--- src/rtl/modexp_pkg.sv ---
`timescale 1ns / 1ps
// Shared constants for the modular exponentiation block.
// No dependencies; used by modexp_mulmod and modular_exponentiation_top.
package modexp_pkg;

    localparam int BASE_WIDTH    = 64;
    localparam int EXP_WIDTH     = 32;
    localparam int RESULT_WIDTH  = 32;
    localparam int CFG_WIDTH     = 32;
    localparam int CFG_INDEX_W   = 1;
    localparam int DEF_MOD_WIDTH = 32;

    // Bit counter of the serial multiplier must hold BASE_WIDTH itself.
    localparam int CNT_WIDTH = $clog2(BASE_WIDTH + 1);

    localparam logic [CFG_INDEX_W-1:0] REG_EXPONENT = 1'b0;
    localparam logic [CFG_INDEX_W-1:0] REG_MODULUS  = 1'b1;

endpackage

--- src/rtl/modexp_mulmod.sv ---
`timescale 1ns / 1ps
// Bit-serial modular multiplier: result = addend * bits mod modulus, MSB first.
// Depends on modexp_pkg.
module modexp_mulmod #(
    parameter int MOD_WIDTH = modexp_pkg::DEF_MOD_WIDTH
) (
    input  logic                                clk,
    input  logic                                rst_n,
    input  logic                                start,
    input  logic [MOD_WIDTH-1:0]                addend,
    input  logic [modexp_pkg::BASE_WIDTH-1:0]   bits,
    input  logic [modexp_pkg::CNT_WIDTH-1:0]    count,
    input  logic [MOD_WIDTH:0]                  mod_ext,
    output logic                                done,
    output logic [MOD_WIDTH-1:0]                result
);
    import modexp_pkg::*;

    logic                   busy_reg, busy_next;
    logic                   done_reg, done_next;
    logic                   phase_reg, phase_next;
    logic [CNT_WIDTH-1:0]   left_reg, left_next;
    logic [MOD_WIDTH-1:0]   acc_reg, acc_next;
    logic [MOD_WIDTH-1:0]   addend_reg, addend_next;
    logic [BASE_WIDTH-1:0]  bits_reg, bits_next;

    logic [MOD_WIDTH-1:0]   operand;
    logic [MOD_WIDTH:0]     sum;
    logic [MOD_WIDTH+1:0]   diff;
    logic [MOD_WIDTH-1:0]   reduced;

    // One modular add per cycle: doubling in phase 0, adding the addend in phase 1.
    // Both terms are below the modulus, so a single conditional subtract suffices.
    always_comb
    begin
        operand = phase_reg ? addend_reg : acc_reg;
        sum     = {1'b0, acc_reg} + {1'b0, operand};
        diff    = {1'b0, sum} - {1'b0, mod_ext};
        reduced = diff[MOD_WIDTH+1] ? sum[MOD_WIDTH-1:0] : diff[MOD_WIDTH-1:0];
    end

    always_comb
    begin
        busy_next   = busy_reg;
        done_next   = 1'b0;
        phase_next  = phase_reg;
        left_next   = left_reg;
        acc_next    = acc_reg;
        addend_next = addend_reg;
        bits_next   = bits_reg;

        if (start)
        begin
            busy_next   = 1'b1;
            phase_next  = 1'b0;
            left_next   = count;
            acc_next    = '0;
            addend_next = addend;
            bits_next   = bits;
        end
        else if (busy_reg)
        begin
            if (!phase_reg)
            begin
                acc_next   = reduced;
                phase_next = 1'b1;
            end
            else
            begin
                if (bits_reg[BASE_WIDTH-1])
                begin
                    acc_next = reduced;
                end
                bits_next  = bits_reg << 1;
                left_next  = left_reg - CNT_WIDTH'(1);
                phase_next = 1'b0;
                if (left_reg == CNT_WIDTH'(1))
                begin
                    busy_next = 1'b0;
                    done_next = 1'b1;
                end
            end
        end
    end

    always_ff @(posedge clk or negedge rst_n)
    begin
        if (!rst_n)
        begin
            busy_reg  <= 1'b0;
            done_reg  <= 1'b0;
            phase_reg <= 1'b0;
        end
        else
        begin
            busy_reg  <= busy_next;
            done_reg  <= done_next;
            phase_reg <= phase_next;
        end
    end

    always_ff @(posedge clk)
    begin
        left_reg   <= left_next;
        acc_reg    <= acc_next;
        addend_reg <= addend_next;
        bits_reg   <= bits_next;
    end

    assign done   = done_reg;
    assign result = acc_reg;

endmodule

--- src/rtl/modular_exponentiation_top.sv ---
`timescale 1ns / 1ps
// The base is first reduced modulo the modulus, then each exponent bit up to the highest set
// bit costs one or two modular multiplies. Throughput: one transaction at a time, bounded by
// the single shared bit-serial modular multiplier. The next input is taken while a result waits.
// Reset: exponent 0, modulus 1, no result pending. Depends on modexp_pkg and modexp_mulmod.
module modular_exponentiation_top #(
    parameter int MOD_WIDTH = modexp_pkg::DEF_MOD_WIDTH
) (
    input  logic                                 clk,
    input  logic                                 rst_n,
    input  logic                                 cfg_write_en,
    input  logic [modexp_pkg::CFG_INDEX_W-1:0]   cfg_index,
    input  logic [modexp_pkg::CFG_WIDTH-1:0]     cfg_data,
    input  logic                                 in_valid,
    output logic                                 in_stall,
    input  logic [modexp_pkg::BASE_WIDTH-1:0]    base_value,
    output logic                                 out_valid,
    input  logic                                 out_stall,
    output logic [modexp_pkg::RESULT_WIDTH-1:0]  power_result
);
    import modexp_pkg::*;

    localparam logic [2:0] ST_IDLE   = 3'd0;
    localparam logic [2:0] ST_REDUCE = 3'd1;
    localparam logic [2:0] ST_STEP   = 3'd2;
    localparam logic [2:0] ST_MUL    = 3'd3;
    localparam logic [2:0] ST_SQR    = 3'd4;
    localparam logic [2:0] ST_FINISH = 3'd5;

    localparam int ALIGN = BASE_WIDTH - MOD_WIDTH;

    logic [2:0]              state_reg, state_next;
    logic [EXP_WIDTH-1:0]    exp_reg, exp_next;
    logic [MOD_WIDTH-1:0]    mod_reg, mod_next;
    logic [EXP_WIDTH-1:0]    e_reg, e_next;
    logic [MOD_WIDTH-1:0]    acc_reg, acc_next;
    logic [MOD_WIDTH-1:0]    b_reg, b_next;
    logic                    out_valid_reg, out_valid_next;
    logic [RESULT_WIDTH-1:0] result_reg, result_next;

    logic [MOD_WIDTH:0]      mod_ext;
    logic                    mm_start;
    logic [MOD_WIDTH-1:0]    mm_addend;
    logic [BASE_WIDTH-1:0]   mm_bits;
    logic [CNT_WIDTH-1:0]    mm_count;
    logic                    mm_done;
    logic [MOD_WIDTH-1:0]    mm_result;

    // A zero modulus means plain wrap-around, which is arithmetic modulo 2^MOD_WIDTH.
    assign mod_ext = (mod_reg == '0) ? {1'b1, {MOD_WIDTH{1'b0}}} : {1'b0, mod_reg};

    modexp_mulmod #(
        .MOD_WIDTH (MOD_WIDTH)
    ) u_mulmod (
        .clk     (clk),
        .rst_n   (rst_n),
        .start   (mm_start),
        .addend  (mm_addend),
        .bits    (mm_bits),
        .count   (mm_count),
        .mod_ext (mod_ext),
        .done    (mm_done),
        .result  (mm_result)
    );

    always_comb
    begin
        state_next     = state_reg;
        exp_next       = exp_reg;
        mod_next       = mod_reg;
        e_next         = e_reg;
        acc_next       = acc_reg;
        b_next         = b_reg;
        out_valid_next = out_valid_reg;
        result_next    = result_reg;

        mm_start  = 1'b0;
        mm_addend = acc_reg;
        mm_bits   = BASE_WIDTH'(b_reg) << ALIGN;
        mm_count  = CNT_WIDTH'(MOD_WIDTH);

        if (cfg_write_en)
        begin
            case (cfg_index)
                REG_EXPONENT: exp_next = EXP_WIDTH'(cfg_data);
                REG_MODULUS:  mod_next = MOD_WIDTH'(cfg_data);
                default:      ;
            endcase
        end

        if (out_valid_reg && !out_stall)
        begin
            out_valid_next = 1'b0;
        end

        case (state_reg)
            ST_IDLE:
            begin
                if (in_valid)
                begin
                    // The base is reduced as the product 1 * base, one base bit per step.
                    mm_start   = 1'b1;
                    mm_addend  = MOD_WIDTH'(1);
                    mm_bits    = base_value;
                    mm_count   = CNT_WIDTH'(BASE_WIDTH);
                    e_next     = exp_reg;
                    acc_next   = MOD_WIDTH'(1);
                    state_next = ST_REDUCE;
                end
            end
            ST_REDUCE:
            begin
                if (mm_done)
                begin
                    b_next     = mm_result;
                    state_next = ST_STEP;
                end
            end
            ST_STEP:
            begin
                if (e_reg == '0)
                begin
                    state_next = ST_FINISH;
                end
                else if (e_reg[0])
                begin
                    mm_start   = 1'b1;
                    mm_addend  = acc_reg;
                    state_next = ST_MUL;
                end
                else
                begin
                    mm_start   = 1'b1;
                    mm_addend  = b_reg;
                    state_next = ST_SQR;
                end
            end
            ST_MUL:
            begin
                if (mm_done)
                begin
                    acc_next   = mm_result;
                    e_next     = e_reg & ~EXP_WIDTH'(1);
                    state_next = ST_STEP;
                end
            end
            ST_SQR:
            begin
                if (mm_done)
                begin
                    b_next     = mm_result;
                    e_next     = e_reg >> 1;
                    state_next = ST_STEP;
                end
            end
            ST_FINISH:
            begin
                if (!out_valid_reg || !out_stall)
                begin
                    out_valid_next = 1'b1;
                    result_next    = RESULT_WIDTH'(acc_reg);
                    state_next     = ST_IDLE;
                end
            end
            default:
            begin
                state_next = ST_IDLE;
            end
        endcase
    end

    always_ff @(posedge clk or negedge rst_n)
    begin
        if (!rst_n)
        begin
            state_reg     <= ST_IDLE;
            exp_reg       <= '0;
            mod_reg       <= MOD_WIDTH'(1);
            out_valid_reg <= 1'b0;
        end
        else
        begin
            state_reg     <= state_next;
            exp_reg       <= exp_next;
            mod_reg       <= mod_next;
            out_valid_reg <= out_valid_next;
        end
    end

    always_ff @(posedge clk)
    begin
        e_reg      <= e_next;
        acc_reg    <= acc_next;
        b_reg      <= b_next;
        result_reg <= result_next;
    end

    assign in_stall     = (state_reg != ST_IDLE);
    assign out_valid    = out_valid_reg;
    assign power_result = result_reg;

    // The multiplier only reports completion while the sequencer is waiting for it.
    assert property (@(posedge clk) disable iff (!rst_n)
        mm_done |-> (state_reg == ST_REDUCE || state_reg == ST_MUL || state_reg == ST_SQR))
        else $error("multiplier finished while the sequencer was not waiting");

    // An accepted transaction always starts with the base reduction.
    assert property (@(posedge clk) disable iff (!rst_n)
        (in_valid && !in_stall) |=> (state_reg == ST_REDUCE))
        else $error("accepted transaction did not start the base reduction");

    // A finished result never overwrites one that is still waiting downstream.
    assert property (@(posedge clk) disable iff (!rst_n)
        (state_reg == ST_FINISH && out_valid_reg && out_stall) |=>
            (state_reg == ST_FINISH && $stable(result_reg)))
        else $error("pending result was overwritten");

    // Each result is presented once: leaving the finish state always raises valid.
    assert property (@(posedge clk) disable iff (!rst_n)
        (state_reg == ST_FINISH && (!out_valid_reg || !out_stall)) |=> out_valid_reg)
        else $error("finished transaction produced no result");

endmodule

--- config.mk ---
export PLATFORM = sky130hd
export DESIGN_NAME = modular_exponentiation_top
export DESIGN_NICKNAME = d
export VERILOG_FILES = /design/src/rtl/modexp_pkg.sv /design/src/rtl/modexp_mulmod.sv /design/src/rtl/modular_exponentiation_top.sv
export SDC_FILE = /design/constraint.sdc
export NUM_CORES = 1
export LEC_CHECK = 0
export ABC_AREA = 1
export BUFFER_PORTS_ARGS = -buffer_cell sky130_fd_sc_hd__buf_2
export CAP_MARGIN = 10
export CORE_MARGIN = 4
export CORE_UTILIZATION = 55
export CTS_CLUSTER_DIAMETER = 120
export CTS_CLUSTER_SIZE = 24
export DETAILED_ROUTE_END_ITERATION = 10
export HOLD_SLACK_MARGIN = 0.03
export MAX_ROUTING_LAYER = met4
export PLACE_DENSITY = 0.74
export SYNTH_ARGS = -nofsm -noshare
export SYNTH_HDL_FRONTEND = slang
export SYNTH_SLANG_ARGS = --single-unit
--- constraint.sdc ---
create_clock -name clk -period 15.35 [get_ports clk]
set_input_delay 3.07 -clock clk [delete_from_list [all_inputs] [get_ports clk]]
set_output_delay 3.07 -clock clk [all_outputs]
set_load 0.01 [all_outputs]
==> impl_metrics.env, run 1 <==
export IMPL_synth_top_area_share=0.3742
export IMPL_r2r_slack_ns=9.02
export IMPL_grt_use_met3=0.03290
export IMPL_syn_nets=2324
export IMPL_nFillCells=2915
export IMPL_ys_types=54
export IMPL_core_area_um2=32870
export IMPL_dieArea_um2=36710
export IMPL_gr_max_usage_layer="met2"
export IMPL_synth_cells=2153
export IMPL_cts_tree="built"
export IMPL_worstPathRequired_ns=15.81
export IMPL_routed_wirelength_um=50590
export IMPL_tightest_slew_ns=1.223
export IMPL_met2_usage=0.4213
export IMPL_hold_buffers=0
export IMPL_pre_cts_ws_ns=9.144
export IMPL_portBuffers=135
export IMPL_post_cts_resized=0
export IMPL_cp_num_buf_inv=2
export IMPL_fin_nets=2407
export IMPL_first_global_vias=14400
export IMPL_drc_errors=0
export IMPL_grtUsageTotal=0.2772
export IMPL_fp_dieW_um=191.6
export IMPL_rsz0062_at_grt="no"
export IMPL_clock_fmax_mhz=157.9
export IMPL_mostFrequentLayoutCells="521 x nand2_1, 264 x inv_1, 231 x edfxtp_1"
export IMPL_max_stage_delay_ns=0.89
export IMPL_setup_ws_ns=9.017
export IMPL_use_met1=0.4011
export IMPL_slew_limit_headroom=0.1831
export IMPL_cp_end_kind="register"
export IMPL_setup_tns_final_ns=0
export IMPL_cts_setup_buffers=0
export IMPL_crit_reg2reg_launch="u_mulmod.phase_reg"
export IMPL_ys_ff_latch=334
export IMPL_place_congestion=0.9434
export IMPL_wl_per_cell_um=18.81
export IMPL_async_flop_share=0.2126
export IMPL_drtIter0Drc=1559
export IMPL_stdcell_count=2689
export IMPL_netlist_top_cells_area="edfxtp_1 37%, nand2_1 11%, dfrtp_1 9.4%"
export IMPL_cp_data_arrival_time_ns=6.79
export IMPL_yosysSeqAreaShare=0.5047
export IMPL_slowest_stage="nor4_1"
export IMPL_skew_ns=0.01438
export IMPL_htreeDepth=1
export IMPL_synth_flop_cell="edfxtp_1"
export IMPL_worst_path_dominant_cell_family="simple AND/OR/NAND/NOR gates"
export IMPL_synth_edf_count=231
export IMPL_synth_area_per_cell_um2=8.610
export IMPL_hold_viol=0
export IMPL_path_class="reg -> reg"
export IMPL_finalCriticalPeriod_ns=6.333
export IMPL_vias=15350
export IMPL_dpl_hpwl_um=37070
export IMPL_cpMostUsedCell="nor2_1"
export IMPL_fin_hold_ws_ns=0.4595
export IMPL_layout_commonest_cell="nand2_1"
export IMPL_cts_clk_slew_worst_paths_ns=0.10
export IMPL_hold_class="reg -> reg"
export IMPL_max_cap_viol_count=0
export IMPL_grt_max_degree=73
export IMPL_period_share=0.4126
export IMPL_startpoint_type="register"
export IMPL_largest_reg_flops=64
export IMPL_overflow=0
export IMPL_antenna_cells=0
export IMPL_clock_sinks=334
export IMPL_std_cell_rows=66
export IMPL_syn2layout_area_growth_pct=8.558
export IMPL_start_util=0.5640
export IMPL_min_from="acc_reg[3]"
export IMPL_numCtsBuffers=17
export IMPL_setup_violations=0
export IMPL_worstPathMaxFanout=50
export IMPL_vias_per_cell=5.710
export IMPL_antenna_found_initial=0
export IMPL_status="finished clean"
export IMPL_hold_depth=0
export IMPL_ff2ff_path_depth=21
export IMPL_boundaryPins=136
export IMPL_die_y_um=191.6
export IMPL_cts_root_buf="clkbuf_16"
export IMPL_crit_path_cell_trace="buf_4 -> clkinv_1 -> nand2_1 -> nand2_1 -> ha_1 -> nand2_1 -> nor4_1 -> nand3_1 -> nand3_1 -> a21oi_1 -> xnor2_1 -> ha_1 -> a21oi_1 -> o21ai_0 -> a41oi_2 -> nand3_1 -> nor2_2 -> nor2_1 -> nor2_1 -> nor2_1 -> nor2_1"
export IMPL_grt_pass1_wl_um=78790
export IMPL_drv_slew=0
export IMPL_timing_rr_end="u_mulmod.result[27]"
export IMPL_hold_end="power_result[3]"
export IMPL_dp_cells=2657
export IMPL_first_pass_iters=6
export IMPL_drive_gt1_frac=0.1032
export IMPL_yosysTopAreaCell="edfxtp_1"
export IMPL_ant_nets=0
export IMPL_clkLatencyLatePin_ns=0.52
export IMPL_netlist_area_um2=18540
export IMPL_cts_buffer_depth=3
export IMPL_yosysWarningCount=0
[stage by stage]
| step | area (µm²) | utilization |
|---|---|---|
| after floorplan | 18540 | - |
| after CTS | 20070 | 0.6106 |
| after global routing | 20120 | 0.6123 |
| after global placement | 19590 | 0.5960 |
| final | 20120 | 0.6123 |
| after detailed placement | 19590 | 0.5960 |
[cell families after synthesis]
kind of cell / synth area share
xor+xnor: 0.02410
compound gates: 0.1471
fa+ha+maj: 0.04738
flops: 0.5047
buf+inv: 0.07742
simple gates: 0.1994
[how the worst max path moves through the flow]
stage	slack, ns	from	cells after the start	endpoint
after floorplan	8.25	in_valid	6	u_mulmod.bits_reg[0]
after global placement	9.18	u_mulmod.phase_reg	21	u_mulmod.result[27]
after detailed placement	9.14	u_mulmod.phase_reg	21	u_mulmod.result[27]
after CTS	9.11	u_mulmod.phase_reg	21	u_mulmod.result[27]
after global routing	8.60	u_mulmod.phase_reg	21	u_mulmod.result[27]
final	9.02	u_mulmod.phase_reg	21	u_mulmod.result[27]
[layer usage]
layer | vias to the layer above | part of all wire
met1 | 7131 | 0.45
met4 | 0 | 0.030
met5 | - | 0
met2 | 660 | 0.44
li1 | 7484 | -
met3 | 78 | 0.078
[worst reg2reg max path: cells and delay by family, from the launching register on]
family	cells	cell delay [ns]
AOI/OAI and AO/OA	4	0.72
adders and majority gates	2	0.80
DFF	1	0.34
xor gates and xnor gates	1	0.30
buffers and inverters	2	1.10
and+or+nand+nor	12	3.03
[cells in the mapped netlist (all sizes together), types with 13 or more instances]
cell	n
buf	17
nor4	19
dfxtp	32
inv	274
a31oi	13
xor2	30
nor2	117
clkbuf	75
ha	67
nand3	165
a22o	31
o211ai	20
a22oi	32
a21oi	132
o21ai	191
dfrtp	70
o221ai	15
nand4	14
edfxtp	231
nand2	536
xnor2	21
[layout make-up]
| cell class | instances | area [µm²] | area share |
|---|---|---|---|
| sequential | 334 | 9355 | 0.4649 |
| multi-input combinational | 1450 | 7824 | 0.3888 |
| inverter | 277 | 1040 | 0.05167 |
| timing repair buffer | 156 | 873.3 | 0.04340 |
| tap | 442 | 553.0 | 0.02748 |
| clock buffer | 28 | 466.7 | 0.02319 |
| clock inverter | 2 | 12.51 | 0.0006217 |
Power of run 1 is not shown: default switching activity piles up to over one toggle a cycle in this logic, so the estimate is an artifact.
==> run 2: changes to the inputs <==
--- a/config.mk
+++ b/config.mk
@@ -15,7 +15,7 @@
 export DETAILED_ROUTE_END_ITERATION = 10
 export HOLD_SLACK_MARGIN = 0.03
 export MAX_ROUTING_LAYER = met4
-export PLACE_DENSITY = 0.74
+export PLACE_DENSITY = 0.77
 export SYNTH_ARGS = -nofsm -noshare
 export SYNTH_HDL_FRONTEND = slang
 export SYNTH_SLANG_ARGS = --single-unit
==> constraint.sdc (replaced) <==
create_clock -name clk -period 5.5 [get_ports clk]
set_input_delay 1.1 -clock clk [delete_from_list [all_inputs] [get_ports clk]]
set_output_delay 1.1 -clock clk [all_outputs]
set_load 0.01 [all_outputs]
==> run 2 against run 1 <==
  * Design area is 0.44% higher
  * Cell count rose by 0.37%
  * Setup slack worse by 8.4 ns
  * Clock skew grew 0.0037 ns
  * Sequential share of layout area is 0.20 points lower
  * First-iteration DRC count shrank 4.0%
  * Sequential cell count unchanged
  * Global-route usage down 0.11 points
==> impl_metrics.env, run 2 (synthesis results as in run 1) <==
export IMPL_finalCriticalPeriod_ns=4.918
export IMPL_vias=15410
export IMPL_ff2ff_path_depth=28
export IMPL_cts_tree="built"
export IMPL_hold_depth=0
export IMPL_path_class="reg -> reg"
export IMPL_std_cell_rows=66
export IMPL_drtIter0Drc=1497
export IMPL_clock_fmax_mhz=203.3
export IMPL_max_stage_delay_ns=0.44
export IMPL_vias_per_cell=5.708
export IMPL_cp_end_kind="register"
export IMPL_first_pass_iters=6
export IMPL_htreeDepth=1
export IMPL_overflow=0
export IMPL_dieArea_um2=36710
export IMPL_mostFrequentLayoutCells="521 x nand2_1, 264 x inv_1, 231 x edfxtp_1"
export IMPL_grtUsageTotal=0.2761
export IMPL_period_share=0.8942
export IMPL_skew_ns=0.01806
export IMPL_clock_sinks=334
export IMPL_cp_data_arrival_time_ns=5.38
export IMPL_slowest_stage="dfrtp_1"
export IMPL_crit_reg2reg_launch="u_mulmod.phase_reg"
export IMPL_startpoint_type="register"
export IMPL_status="finished clean"
export IMPL_boundaryPins=136
export IMPL_setup_violations=0
export IMPL_tightest_slew_ns=1.051
export IMPL_numCtsBuffers=17
export IMPL_die_y_um=191.6
export IMPL_cts_root_buf="clkbuf_16"
export IMPL_cts_clk_slew_worst_paths_ns=0.10
export IMPL_syn2layout_area_growth_pct=9.037
export IMPL_place_congestion=0.9629
export IMPL_ant_nets=0
export IMPL_cts_buffer_depth=3
export IMPL_drv_slew=0
export IMPL_first_global_vias=14610
export IMPL_clkLatencyLatePin_ns=0.53
export IMPL_rsz0062_at_grt="no"
export IMPL_portBuffers=135
export IMPL_wl_per_cell_um=18.61
export IMPL_grt_max_degree=66
export IMPL_startpoint="u_mulmod.phase_reg"
export IMPL_worstPathMaxFanout=31
export IMPL_drc_errors=0
export IMPL_dpl_hpwl_um=37370
export IMPL_hold_class="reg -> reg"
export IMPL_drive_gt1_frac=0.1073
export IMPL_start_util=0.5640
export IMPL_setup_tns_final_ns=0
export IMPL_routed_wirelength_um=50240
export IMPL_fp_dieW_um=191.6
export IMPL_min_from="acc_reg[10]"
export IMPL_layout_commonest_cell="nand2_1"
export IMPL_slew_limit_headroom=0.2990
export IMPL_hold_viol=0
export IMPL_hold_buffers=0
export IMPL_largest_reg_flops=64
export IMPL_core_area_um2=32870
export IMPL_grt_pass1_wl_um=78620
export IMPL_worstPathRequired_ns=5.96
export IMPL_max_cap_viol_count=0
export IMPL_fin_nets=2416
export IMPL_antenna_found_initial=1
run 2: changes by cell type in the layout (fill, tap and decap cells not counted), sizes merged:
| cell | delta |
|---|---|
| clkbuf | +1 |
| buf | +9 |
| diode | +1 |
| inv | -1 |
run 2: cell type report:
class	count	area (µm²)
Clock inverter	1	8.758
Tap cell	442	553.0
Timing Repair Buffer	165	953.4
Inverter	277	1040
Sequential cell	334	9355
Antenna cell	1	2.502
Clock buffer	29	480.5
Multi-Input combinational cell	1450	7820
Fill cell	2928	12650
run 2: timing repair:
action | 4_1_cts | 5_1_grt
buffers inserted | 0 | 0
endpoints found under the setup margin | 0 | 32
resized for setup | 0 | 2
run 2: critical path, delay by kind of cell (launching register included):
kind	cells	cell delay (ns)
xor gates and xnor gates	1	0.32
and+or+nand+nor	15	1.63
buffers and inverters	3	0.36
DFF	1	0.44
adders and majority gates	3	0.94
AOI/OAI and AO/OA	6	1.13
run 2: worst paths after layout:
path | slack, ns | end
setup reg to reg | 0.58 | u_mulmod.result[8]
max in group asynchronous | 3.80 | mod_reg[26]
hold / removal | 0.45 | power_result[10]
setup / recovery | 0.58 | u_mulmod.result[8]
hold reg to reg | 0.45 | power_result[10]
min in group asynchronous | 0.67 | exp_reg[21]
run 2: through the flow:
stage	area, µm²	hold WS [ns]	setup slack [ns]	std cells	util
after detailed placement	19680	0.4345	0.3849	2666	0.5986
after floorplan	18540	0.4264	0.9830	2153	-
after global routing	20210	0.4591	0.08603	2699	0.6150
after CTS	20160	0.4534	0.3358	2696	0.6135
final	20210	0.4519	0.5819	2699	0.6150
after global placement	19680	0.4326	0.5058	2666	0.5986
run 2: routing by layer:
metal / vias to the layer above / global-route usage / part of all wire
met5: - / - / 0
met4: 0 / 0.06354 / 0.026
met3: 70 / 0.02672 / 0.067
met2: 602 / 0.4292 / 0.45
met1: 7228 / 0.3983 / 0.46
li1: 7506 / - / -
Power of run 2 is left out for the same reason.
